$ cat src/hw/rtl/mbts_ram.sv
// Generic single-write, single-read RAM with registered read data.
`default_nettype none
module mbts_ram #(
  parameter int WIDTH = 24,
  parameter int DEPTH = 9
) (
  input  wire logic                     clk,
  input  wire logic                     we,
  input  wire logic [$clog2(DEPTH)-1:0] waddr,
  input  wire logic [WIDTH-1:0]         wdata,
  input  wire logic [$clog2(DEPTH)-1:0] raddr,
  output logic      [WIDTH-1:0]         rdata
);
  logic [WIDTH-1:0] mem [DEPTH];

  always_ff @(posedge clk) begin
    if (we) mem[waddr] <= wdata;
    rdata <= mem[raddr];
  end
endmodule
`default_nettype wire

$ cat config.mk
export PLATFORM = sky130hd
export DESIGN_NAME = mbts_ram
export DESIGN_NICKNAME = d
export VERILOG_FILES = /design/src/hw/rtl/mbts_ram.sv
export SDC_FILE = /design/constraint.sdc
export NUM_CORES = 1
export LEC_CHECK = 0
export ABC_CLOCK_PERIOD_IN_PS = 5800
export BUFFER_PORTS_ARGS = -buffer_cell sky130_fd_sc_hd__buf_2
export CORE_MARGIN = 5
export CORE_UTILIZATION = 55
export DETAILED_ROUTE_END_ITERATION = 10
export PLACE_DENSITY = 0.73
export SLEW_MARGIN = 20
export SYNTH_ARGS = -nofsm -noshare
export SYNTH_HDL_FRONTEND = slang
export SYNTH_SLANG_ARGS = --single-unit
$ cat constraint.sdc
create_clock -name clk -period 5.8 [get_ports clk]
set_input_delay 0.29 -clock clk [delete_from_list [all_inputs] [get_ports clk]]
set_output_delay 0.29 -clock clk [all_outputs]
set_load 0.02 [all_outputs]
Word level (Yosys, flattened, before mapping) --
Memory sizes are Yosys's and may differ from the RTL's. A register that Yosys moved wholly into a read port is not among the register bits. Cells that the tools add are included.
Word-level totals: bits in registers 0, latch bits 0, RAM bits 216, bits in read-only memories 0, input port bits 34, output and inout bits 24, logic and storage cells 3, memories 1
Cells by class: add/sub/neg operators 0, $mul 0, divide/modulo/power cells 0, order comparisons 0, equality and inequality tests 0, shift operators 0, multiplexer cells 2, bitwise logic cells 0, reductions and logical operators 0
Memories:
- mem | words 9, bits a word 24, read ports 1, clocked after Yosys merged registers in 1, write ports 1, RTL line 14 | logic [WIDTH-1:0] mem [DEPTH];
Operator list (number):
- $mux 1 | 2

Logic depth before layout (Yosys ltp) --
depth in word-level cells 2, depth in mapped cells 6, gate-level depth less buffers 3

Worst setup path after synthesis --
No wires, ideal clock.
path type input to register, start point input waddr[1], end point memory mem[8][0] (enable), setup time 468 ps, arrival 2737 ps, required time 5332 ps, setup slack 2595 ps, stages on the path 1, buffers on the path 0, path through nor4_1
RTL lines:
- start: declaration | RTL line 9 | input wire logic [$clog2(DEPTH)-1:0] waddr,
- end: declaration | RTL line 14
Straight into the memory's write port.

==> flow_metrics.tcl <==
set metrics [dict create \
    rows 46 \
    cp.required_ps 6150 \
    cts_root_buffer "clkbuf_16" \
    grt_max_degree 50 \
    synth_cell_type_count 22 \
    viasPerCell 5.63 \
    antenna_found_initial 0 \
    start_util_pct 56.2 \
    syn_area_per_cell_um2 18.8 \
    p_sw_uw 711 \
    die_w_um 138 \
    n_antenna_cell 0 \
    seq_power_share_pct 55.1 \
    crit_buf_inv 2 \
    timing.fmax_mhz 497 \
    cp_max_fo 49 \
    nFillCells 1064 \
    syn_area_um2 8960 \
    fp.dieH_um 138 \
    finalClockSkew_ps 10.3 \
    final_cell_mix "edfxtp_1 (216), buf_2 (55), mux2_2 (48), mux2i_1 (48), nand2_1 (27)" \
    via_count 4383 \
    seq_area_um2 6970 \
    clock_path_buffers 3 \
    insertion_delay_ps 490 \
    path_delay_family "buffers and inverters" \
    yosysWarnings 0 \
    fin_nets 581 \
    ir_drop_v 0.000186 \
    cts_made_buffers 23 \
    ys_ff_latch 240 \
    critPathKind "in2reg" \
    slew_violations 0 \
    drive_gt1_share_pct 32.3 \
    dieArea_um2 18900 \
    switching_share_pct 20.2 \
    drt_wl_total_mm 16.3 \
    grt_pass1_wl_mm 25.3 \
    preCtsSetupSlack_ps 3290 \
    syn-num-nets 511 \
    cpMaxStageDelayCell "buf_4" \
    gp_congestion 0.671 \
    core_region_area_um2 15900 \
    ctsResizeCount 0 \
    crit_top_cell "buf_4" \
    status "finished, final reports clean" \
    drtPass1Iterations 4 \
    synth_top_cell_area_share_pct 72.4 \
    multi_input_area_um2 1860 \
    tns_ps 0 \
    ctsHoldBuffers 0 \
    crit_chain "buf_4 > buf_4 > mux2_2 > o22ai_1 > o31ai_2" \
    place.detailed.hpwl_mm 8.42 \
    area_delta_synth_final_pct 14.0 \
    rsz0062_at_grt "false" \
    cts.clk_slew.worst_paths_ps 60 \
    cp-start-kind "primary input" \
    final_common_cell "edfxtp_1" \
    end_kind "register" \
    synth_top_area_cell "edfxtp_1" \
    postSynthCellCount 477 \
    wl_per_cell_um 20.9 \
    max_stage_delay_ps 720 \
    power_density_nw_per_um2 345 \
    synth_area_leaders "edfxtp_1 (72%), mux2_2 (6.0%), dfxtp_1 (5.4%)" \
    slew_headroom_pct 48.7 \
    route.detailed.drc 0 \
    portBuffers 57 \
    holdWs_ps 72.8 \
    period_needed_ps 2010 \
    leakage_nw 3.56 \
    cts_tree "yes" \
    p_int_mw 2.81 \
    hp-class "in2reg" \
    setup_viol 0 \
    grt-ovfl-total 0 \
    postCtsSetupRepairBufs 0 \
    pwr-share-comb_pct 5.5 \
    globalRouteTotalUtil_pct 17.8 \
    cts.sinks 240 \
    p_total_mw 3.52 \
    grt_pass1_vias 4553 \
    htreeDepth 1 \
    period_share_pct 34.7 \
    arrival_ps 2360 \
    worst_slack_ps 3790 \
    yosysSeqAreaShare_pct 77.8 \
    io_pins 58 \
    tightestPinTransition_ps 769 \
    ant_nets 0 \
    power_frac_clock_pct 39.4 \
    dr.first_iter.drc_count 321 \
    drv_cap 0 \
    hold_violations 0 \
]
==> worst reg2reg max path, stage by stage, from the launching register on <==
cell      delay (ps)
edfxtp_1         380
mux2_2           290
o22ai_1          220
o31ai_2          100
==> per-stage QoR <==
| step | instance area [um2] | utilization (%) | instances |
|---|---|---|---|
| floorplan | 8960 | - | 477 |
| global placement | 9490 | 59.5 | 738 |
| detailed placement | 9490 | 59.5 | 738 |
| CTS | 10200 | 64.0 | 779 |
| global route | 10200 | 64.0 | 779 |
| finish | 10200 | 64.0 | 779 |
==> power groups by stage <==
| stage | Sequential, mW | Clock (mW) | Combinational, mW |
|---|---|---|---|
| 3_3_place_gp | 1.97 | 0 | 0.188 |
| 2_1_floorplan | 1.99 | 0 | 0.106 |
| 4_1_cts | 1.94 | 1.41 | 0.197 |
| 5_1_grt | 1.94 | 1.48 | 0.211 |
| 3_5_place_dp | 1.98 | 0 | 0.196 |
| 6_report | 1.94 | 1.39 | 0.195 |
==> per-layer routing <==
layer | track usage [%] | wire (um) | vias to the layer above
met5 | 0 | 0 | -
li1 | - | - | 2041
met3 | 2.89 | 1200 | 20
met1 | 24.8 | 6720 | 2184
met2 | 29.3 | 8160 | 138
met4 | 4.88 | 243 | 0
==> kinds of logic (layout without fill, tap and decap cells) <==
logic type             count (synthesis)  after routing  share of synthesized area [%]
AOI/OAI and AO/OA                     72             72                           6.93
buffers and inverters                 26            112                           1.84
muxes                                 96             96                           11.4
and+or+nand+nor                       43             43                           2.07
DFF                                  240            240                           77.8
==> path summary, 6_finish.rpt <==
kind / from / endpoint / slack [ps] / depth (start not counted)
setup / recovery: raddr[0] / rdata[11] / 3790 / 5
hold / removal: wdata[13] / mem[8][13] / 70 / 1
setup reg to reg: mem[7][15] / rdata[15] / 4670 / 3
hold reg to reg: mem[8][6] / rdata[6] / 450 / 2
==> sequential cells by signal, indices dropped and copies added, names as in the netlist <==
signal	cells
mem	216
rdata	24
==> final cells by class <==
cell class                 instances  share of cell area [%]
sequential                       240                    68.2
multi-input combinational        211                    18.2
clock buffer                      34                    6.63
timing repair buffer              71                    3.87
tap                              216                    2.65
clock inverter                     7                   0.380
==> Yosys cell counts <==
cell type	number
a22o_1	24
buf_12	1
buf_2	5
buf_4	2
buf_6	2
buf_8	2
clkbuf_1	14
dfxtp_1	24
edfxtp_1	216
mux2_2	48
mux2i_1	48
nand2_1	27
nand2b_1	3
nand3b_1	1
nor2_1	7
nor2b_1	1
nor3_1	2
nor4_1	1
o22ai_1	24
o31ai_1	8
o31ai_2	16
or3b_2	1
Power figures use the tool's default switching activity.
