==> src/hw/rtl/mbts_pkg.sv <==
// Shared types, constants and fixed-point helpers for the backprop training unit.
`default_nettype none
package mbts_pkg;

  typedef logic signed [23:0] q_t;
  typedef logic [16:0] uq_t;

  typedef enum logic [1:0] {
    KIND_TRAIN = 2'd0,
    KIND_WRITE = 2'd1,
    KIND_READ  = 2'd2,
    KIND_NONE  = 2'd3
  } kind_t;

  localparam q_t Q_ONE    = 24'sd65536;
  localparam q_t Q_MAX    = 24'sd8388607;
  localparam q_t Q_MIN    = -24'sd8388608;
  localparam q_t SIG_SPAN = 24'sd524288;

  function automatic q_t sat24(input logic signed [48:0] v);
    if (v > 49'sd8388607) return Q_MAX;
    if (v < -49'sd8388608) return Q_MIN;
    return v[23:0];
  endfunction

  // Unsigned long division by shift and subtract, used only to build the table.
  function automatic longint unsigned udiv64(input longint unsigned num,
                                             input longint unsigned den);
    longint unsigned q, r;
    q = '0;
    r = '0;
    for (int b = 63; b >= 0; b--) begin
      r = {r[62:0], num[b]};
      if (r >= den) begin
        r = r - den;
        q[b] = 1'b1;
      end
    end
    return q;
  endfunction

  // Sigmoid table entry i of n, evaluated while the design elaborates.
  function automatic uq_t sigmoid_entry(input int unsigned i, input int unsigned n);
    longint xq;
    longint unsigned t, u, one, sum, term, em, den, res;
    xq = longint'(udiv64(64'(i) << 34, 64'(n))) - (longint'(1) << 33);
    t = (xq < 0) ? longint'(-xq) : longint'(xq);
    u = t >> 4;
    one = 64'd1 << 30;
    sum = one;
    term = one;
    for (int k = 1; k < 20; k++) begin
      term = (term * u) >> 30;
      term = udiv64(term, 64'(k));
      sum = sum + term;
    end
    em = udiv64((64'd1 << 60) + (sum >> 1), sum);
    for (int r = 0; r < 4; r++) em = (em * em + (one >> 1)) >> 30;
    den = one + em;
    if (xq >= 0) res = udiv64((64'd1 << 46) + (den >> 1), den);
    else res = udiv64((em << 16) + (den >> 1), den);
    return res[16:0];
  endfunction

endpackage
`default_nettype wire

==> src/hw/rtl/mbts_qmul.sv <==
// Shared Q8.16 multiplier: round to nearest, saturate, registered result.
`default_nettype none
module mbts_qmul (
  input  wire logic          clk,
  input  mbts_pkg::q_t       a,
  input  mbts_pkg::q_t       b,
  output mbts_pkg::q_t       p_r
);
  logic signed [47:0] prod;
  logic signed [48:0] rnd;

  always_comb begin
    prod = a * b;
    rnd  = 49'(prod) + 49'sd32768;
  end

  always_ff @(posedge clk) begin
    p_r <= mbts_pkg::sat24(rnd >>> 16);
  end
endmodule
`default_nettype wire

==> config.mk <==
export PLATFORM = sky130hd
export DESIGN_NAME = mbts_qmul
export DESIGN_NICKNAME = d
export VERILOG_FILES = /design/src/hw/rtl/mbts_pkg.sv /design/src/hw/rtl/mbts_qmul.sv
export SDC_FILE = /design/constraint.sdc
export NUM_CORES = 2
export LEC_CHECK = 0
export ABC_AREA = 1
export BUFFER_PORTS_ARGS = -buffer_cell sky130_fd_sc_hd__buf_4
export CAP_MARGIN = 15
export CELL_PAD_IN_SITES_DETAIL_PLACEMENT = 1
export CELL_PAD_IN_SITES_GLOBAL_PLACEMENT = 1
export CORE_ASPECT_RATIO = 0.6
export CORE_MARGIN = 2
export CORE_UTILIZATION = 50
export CTS_CLUSTER_DIAMETER = 100
export DETAILED_ROUTE_END_ITERATION = 10
export GPL_TIMING_DRIVEN = 0
export PLACE_DENSITY = 0.93
export SETUP_SLACK_MARGIN = 0.4
export SYNTH_ARGS = -nofsm -noshare
export SYNTH_HDL_FRONTEND = slang
export SYNTH_SLANG_ARGS = --single-unit
==> constraint.sdc <==
create_clock -name clk -period 10.5 [get_ports clk]
set_clock_uncertainty 0.05 [all_clocks]
set_input_delay 3.15 -clock clk [delete_from_list [all_inputs] [get_ports clk]]
set_output_delay 3.15 -clock clk [all_outputs]
set_load 0.005 [all_outputs]
* Yosys cells after proc, flatten, opt, wreduce, memory -nomap -nowiden
Index checks and enable logic that the tools add are counted.
W data, S select, Z words.
** Storage, ports and cells
- Bits in registers :: 24
- Input bits :: 49
- Output and inout port bits :: 24
- Logic and storage cells :: 12
** Operators by class
- Add/sub/neg operators :: 1
- $mul :: 1
- Order comparisons :: 2
- Mux-type cells :: 7
** Operators with widths (count)
- $mux W24 :: 4
- $add A48 B17 Y49 const B :: 1
- $mul A24 B24 Y48 :: 1
- $gt A33 B24 Y1 const B :: 1
- $lt A33 B24 Y1 const B :: 1
- $mux W1 :: 3

* Depth between registers and ports, before layout
- Depth in word-level cells :: 7
- Mapped depth :: 36
- Gate-level depth less buffers :: 34

* Worst setup path after synthesis
Ideal clock, no wire load.
- Path type :: input -> register
- From :: input port a[23]
- To :: register p_r[0]
- Setup time :: 0.112 ns
- Data arrival time :: 9.533 ns
- Path slack :: 0.804 ns
- Stages on the path :: 27
- Cells stage by stage :: clkbuf_1 > nand2_1 > inv_1 > fa_1 > fa_1 > inv_1 > fa_1 > inv_1 > fa_1 > fa_1 > fa_1 > fa_1 > ha_1 > a21oi_1 > a21boi_0 > nand2_1 > a21oi_1 > nand3_1 > nand2_1 > nand2_1 > inv_1 > nand2_1 > nor2_1 > nand3_1 > nand2_2 > buf_6 > nand2_1
** Between the ends
- Cells in the longest elaborated chain, start to end :: 7
- Elaborated cells on any way between the ends :: 10
- Classes of those cells :: 1 x add/sub; 1 x mul; 2 x order compare; 6 x mux
** RTL lines
- start: declaration :: line mbts_qmul.sv:5 : input mbts_pkg::q_t a,
- $mul A24 B24 Y48 (*) :: line mbts_qmul.sv:13 : prod = a * b;
- $add A48 B17 Y49 (*) :: line mbts_qmul.sv:14 : rnd = 49'(prod) + 49'sd32768;
- $lt A33 B24 Y1 :: line mbts_pkg.sv:22 : if (v < -49'sd8388608) return Q_MIN;
- $mux W1 (2 in a row) :: line mbts_pkg.sv:22
- $mux W24 :: line mbts_pkg.sv:23 : return v[23:0];
- $mux W24 (*) :: line mbts_pkg.sv:22
- end signal: assignment :: line mbts_qmul.sv:18 : p_r <= mbts_pkg::sat24(rnd >>> 16);
- end: declaration :: line mbts_qmul.sv:7 : output mbts_pkg::q_t p_r
Mark *: on every way between the ends. The rest lies on a longest branch, timed or not. The select of a mux whose other input is x is not followed.

* Worst setup path in the final report
- From :: input port b[8]
- To :: register p_r[0]
** Between the ends
- Cells in the longest elaborated chain, start to end :: 7
- Elaborated cells on any way between the ends :: 10
- Classes of those cells :: 1 x add/sub; 1 x mul; 2 x order compare; 6 x mux
** RTL lines
- start: declaration :: line mbts_qmul.sv:6 : input mbts_pkg::q_t b,
- $mul A24 B24 Y48 (*) :: line mbts_qmul.sv:13
- $add A48 B17 Y49 (*) :: line mbts_qmul.sv:14
- $lt A33 B24 Y1 :: line mbts_pkg.sv:22
- $mux W1 (2 in a row) :: line mbts_pkg.sv:22
- $mux W24 :: line mbts_pkg.sv:23
- $mux W24 (*) :: line mbts_pkg.sv:22
Marks and branches as above.

==> results_dict.tcl <==
set metrics [dict create \
    path_class "input pin to flip-flop" \
    synth.area.top_cells "fa_1 (52%), inv_1 (16%), nand2_1 (14%)" \
    first_pass_grt_wire_length_mm 139 \
    core.rowCount 61 \
    largest_reg_flops 24 \
    synth.distinct_cells 31 \
    yosysMostFrequentCell "inv_1" \
    synthDominantAreaCellType "fa_1" \
    synthDominantCellAreaShare 0.524 \
    antenna_violating_nets_post_route 0 \
    total_half_perimeter_wirelength_after_legalization_and_detailed_placement_mm 79.6 \
    reg_top3 "p_r x24" \
    hold-worst-slack_ps 3750 \
    fin_setup_tns_ps 0 \
    grt_start_max_net_pins 15 \
    die_w_um 284 \
    cp_max_fo 10 \
    timing.final.crit_share 0.952 \
    floorplan.die_area_mm2 0.0487 \
    port_buffers 72 \
    start_kind "input pin" \
    cts_buffer_depth 2 \
    maximum_level_of_the_cts_h_tree 1 \
    top_register "p_r" \
    tightest_slew_ps 983 \
    firstDrtPassIters 6 \
    die_h_um 172 \
    drt-vias-per-instance 5.37 \
    grt-ovfl-total 0 \
    whs_path_depth 1 \
    core_box_area_mm2 0.0463 \
    ys.warnings.count 0 \
    grt_antenna_before_repair 2 \
    post-route-drc-count 0 \
    routed-via-count 20300 \
    area_delta_synth_final_pct 10.7 \
    root_buf_cell "clkbuf_16" \
    nets 3947 \
    worst_setup_path_end_kind "flip-flop" \
    finalHoldViolations 0 \
    ffs_latches_synth 24 \
    synth-edff-count 0 \
    max-slew-margin-rel 0.340 \
    cp_data_required_time_ps 10590 \
    floorplan.io_pins 73 \
    setup_viol 0 \
    holdCritPathClass "flip-flop to primary output" \
    cap_viol_max_count 0 \
    async_reset_ff_frac 0 \
    synth.avg_cell_area_um2 7.69 \
    synth_top_flop_cell "dfxtp_1" \
    routedWlPerCell_um 24.6 \
    worstPathArrival_ps 10080 \
    n_fill_cell 5839 \
    post_synth_inst_count 3049 \
    first_iter_violations 1714 \
    hold_end "p_r[1]" \
    syn_nets 3841 \
    synth-seq-area-share 0.0205 \
    rsz0062_at_grt "false" \
    final-max-slew-violation-count 0 \
    post-route-min-period_ps 9990 \
    grt_pass1_vias 22800 \
    tritoncts.num_buffers 3 \
    global_route.usage.total 0.391 \
    finish.utilization 0.560 \
    crit_path_top_delay_cell "fa_2" \
    initial_core_util 0.506 \
    tritoncts "done" \
    worst_hold_start "p_r[1]" \
    drive_gt1_frac 0.116 \
    yosys-top-cells-count "inv_1 (1006), nand2_1 (901), fa_1 (614)" \
    pre_cts_slack_ps -1420 \
    clock-sinks 24 \
    postRouteWirelength_mm 93.3 \
    max_freq_mhz 100 \
    post_synth_instance_area_mm2 0.0234 \
    gp_congestion 1.02 \
    critical_path.max_stage_delay_ps 660 \
    status "finished, final reports clean" \
    clk_pin_slew_ps 60 \
    post-route-worst-setup-slack_ps 507 \
]
worst max path at each step:
stage | from | to | slack [ps] | cells past startpoint
6_report | b[8] | p_r[0] | 510 | 29
5_1_grt | a[23] | p_r[0] | 240 | 29
4_1_cts | b[5] | p_r[17] | 400 | 33
3_5_place_dp | a[23] | p_r[19] | -1420 | 29
3_3_place_gp | a[23] | p_r[11] | -930 | 31
2_1_floorplan | a[23] | p_r[0] | 800 | 27
stage by stage:
step                      cells  cell area (um2)
after CTS                  3760            25100
after global placement     3751            24800
final                      3786            26000
after detailed placement   3751            24800
after floorplan            3049            23400
after global routing       3784            26000
per-layer routing:
layer,vias up,GRT usage,routed length [um]
met5,-,0,0
met4,0,0.135,4040
met3,241,0.125,11300
met2,1027,0.612,40400
met1,10500,0.516,37600
li1,8542,-,-
critical path: cells and delay by family:
family                     cells  cell delay [ps]
AOI/OAI and AO/OA              2              390
adders and majority gates      8             3960
buffers and inverters          7             1260
and+or+nand+nor               12             1310
final cells by class:
class	instances	area, um2	area share
antenna	2	5.00	0.000193
sequential	24	480	0.0185
buffer	101	646	0.0249
multi-input combinational	1909	19300	0.745
clock inverter	1	30.0	0.00116
clock buffer	3	75.1	0.00289
inverter	1015	3820	0.147
tap	630	788	0.0304
timing repair buffer	101	777	0.0299
layout by cell type (no fill, tap or decap), types with 12 or more instances in the layout:
master / synthesis / final
ha_4: 0 / 13
nand2_2: 9 / 26
fa_1: 614 / 593
nand3_1: 30 / 23
inv_1: 1006 / 993
xnor2_1: 22 / 22
buf_2: 2 / 21
clkbuf_4: 0 / 25
dfxtp_1: 24 / 24
inv_2: 9 / 19
fa_2: 0 / 21
xor2_1: 12 / 12
buf_4: 0 / 102
ha_1: 129 / 106
nor2_1: 94 / 68
nand2_1: 901 / 879
nor2_2: 4 / 17
clkbuf_2: 0 / 33
nor2_4: 0 / 13
a21oi_1: 41 / 29
nand4_1: 12 / 12
timing repair:
action | in CTS | in global routing
setup endpoints to repair | 24 | 23
hold buffers | 0 | 0
setup buffers | 5 | 20
resized for setup | 103 | 294
pin swaps | 8 | 59
gates cloned | 0 | 4
logic make-up (layout without fill, tap and decap cells):
logic type,count (synthesis),count (layout),share of synthesized area
buffers and inverters,1116,1221,0.180
AND/OR/NAND/NOR,1071,1071,0.179
adder cells (fa/ha/maj),743,743,0.593
AO/OA/AOI/OAI,60,60,0.0140
XOR/XNOR,35,35,0.0134
flip-flops,24,24,0.0205
other,0,2,0
Power is not shown: default switching activity piles up to over one toggle a cycle in this logic, so the estimate is an artifact.
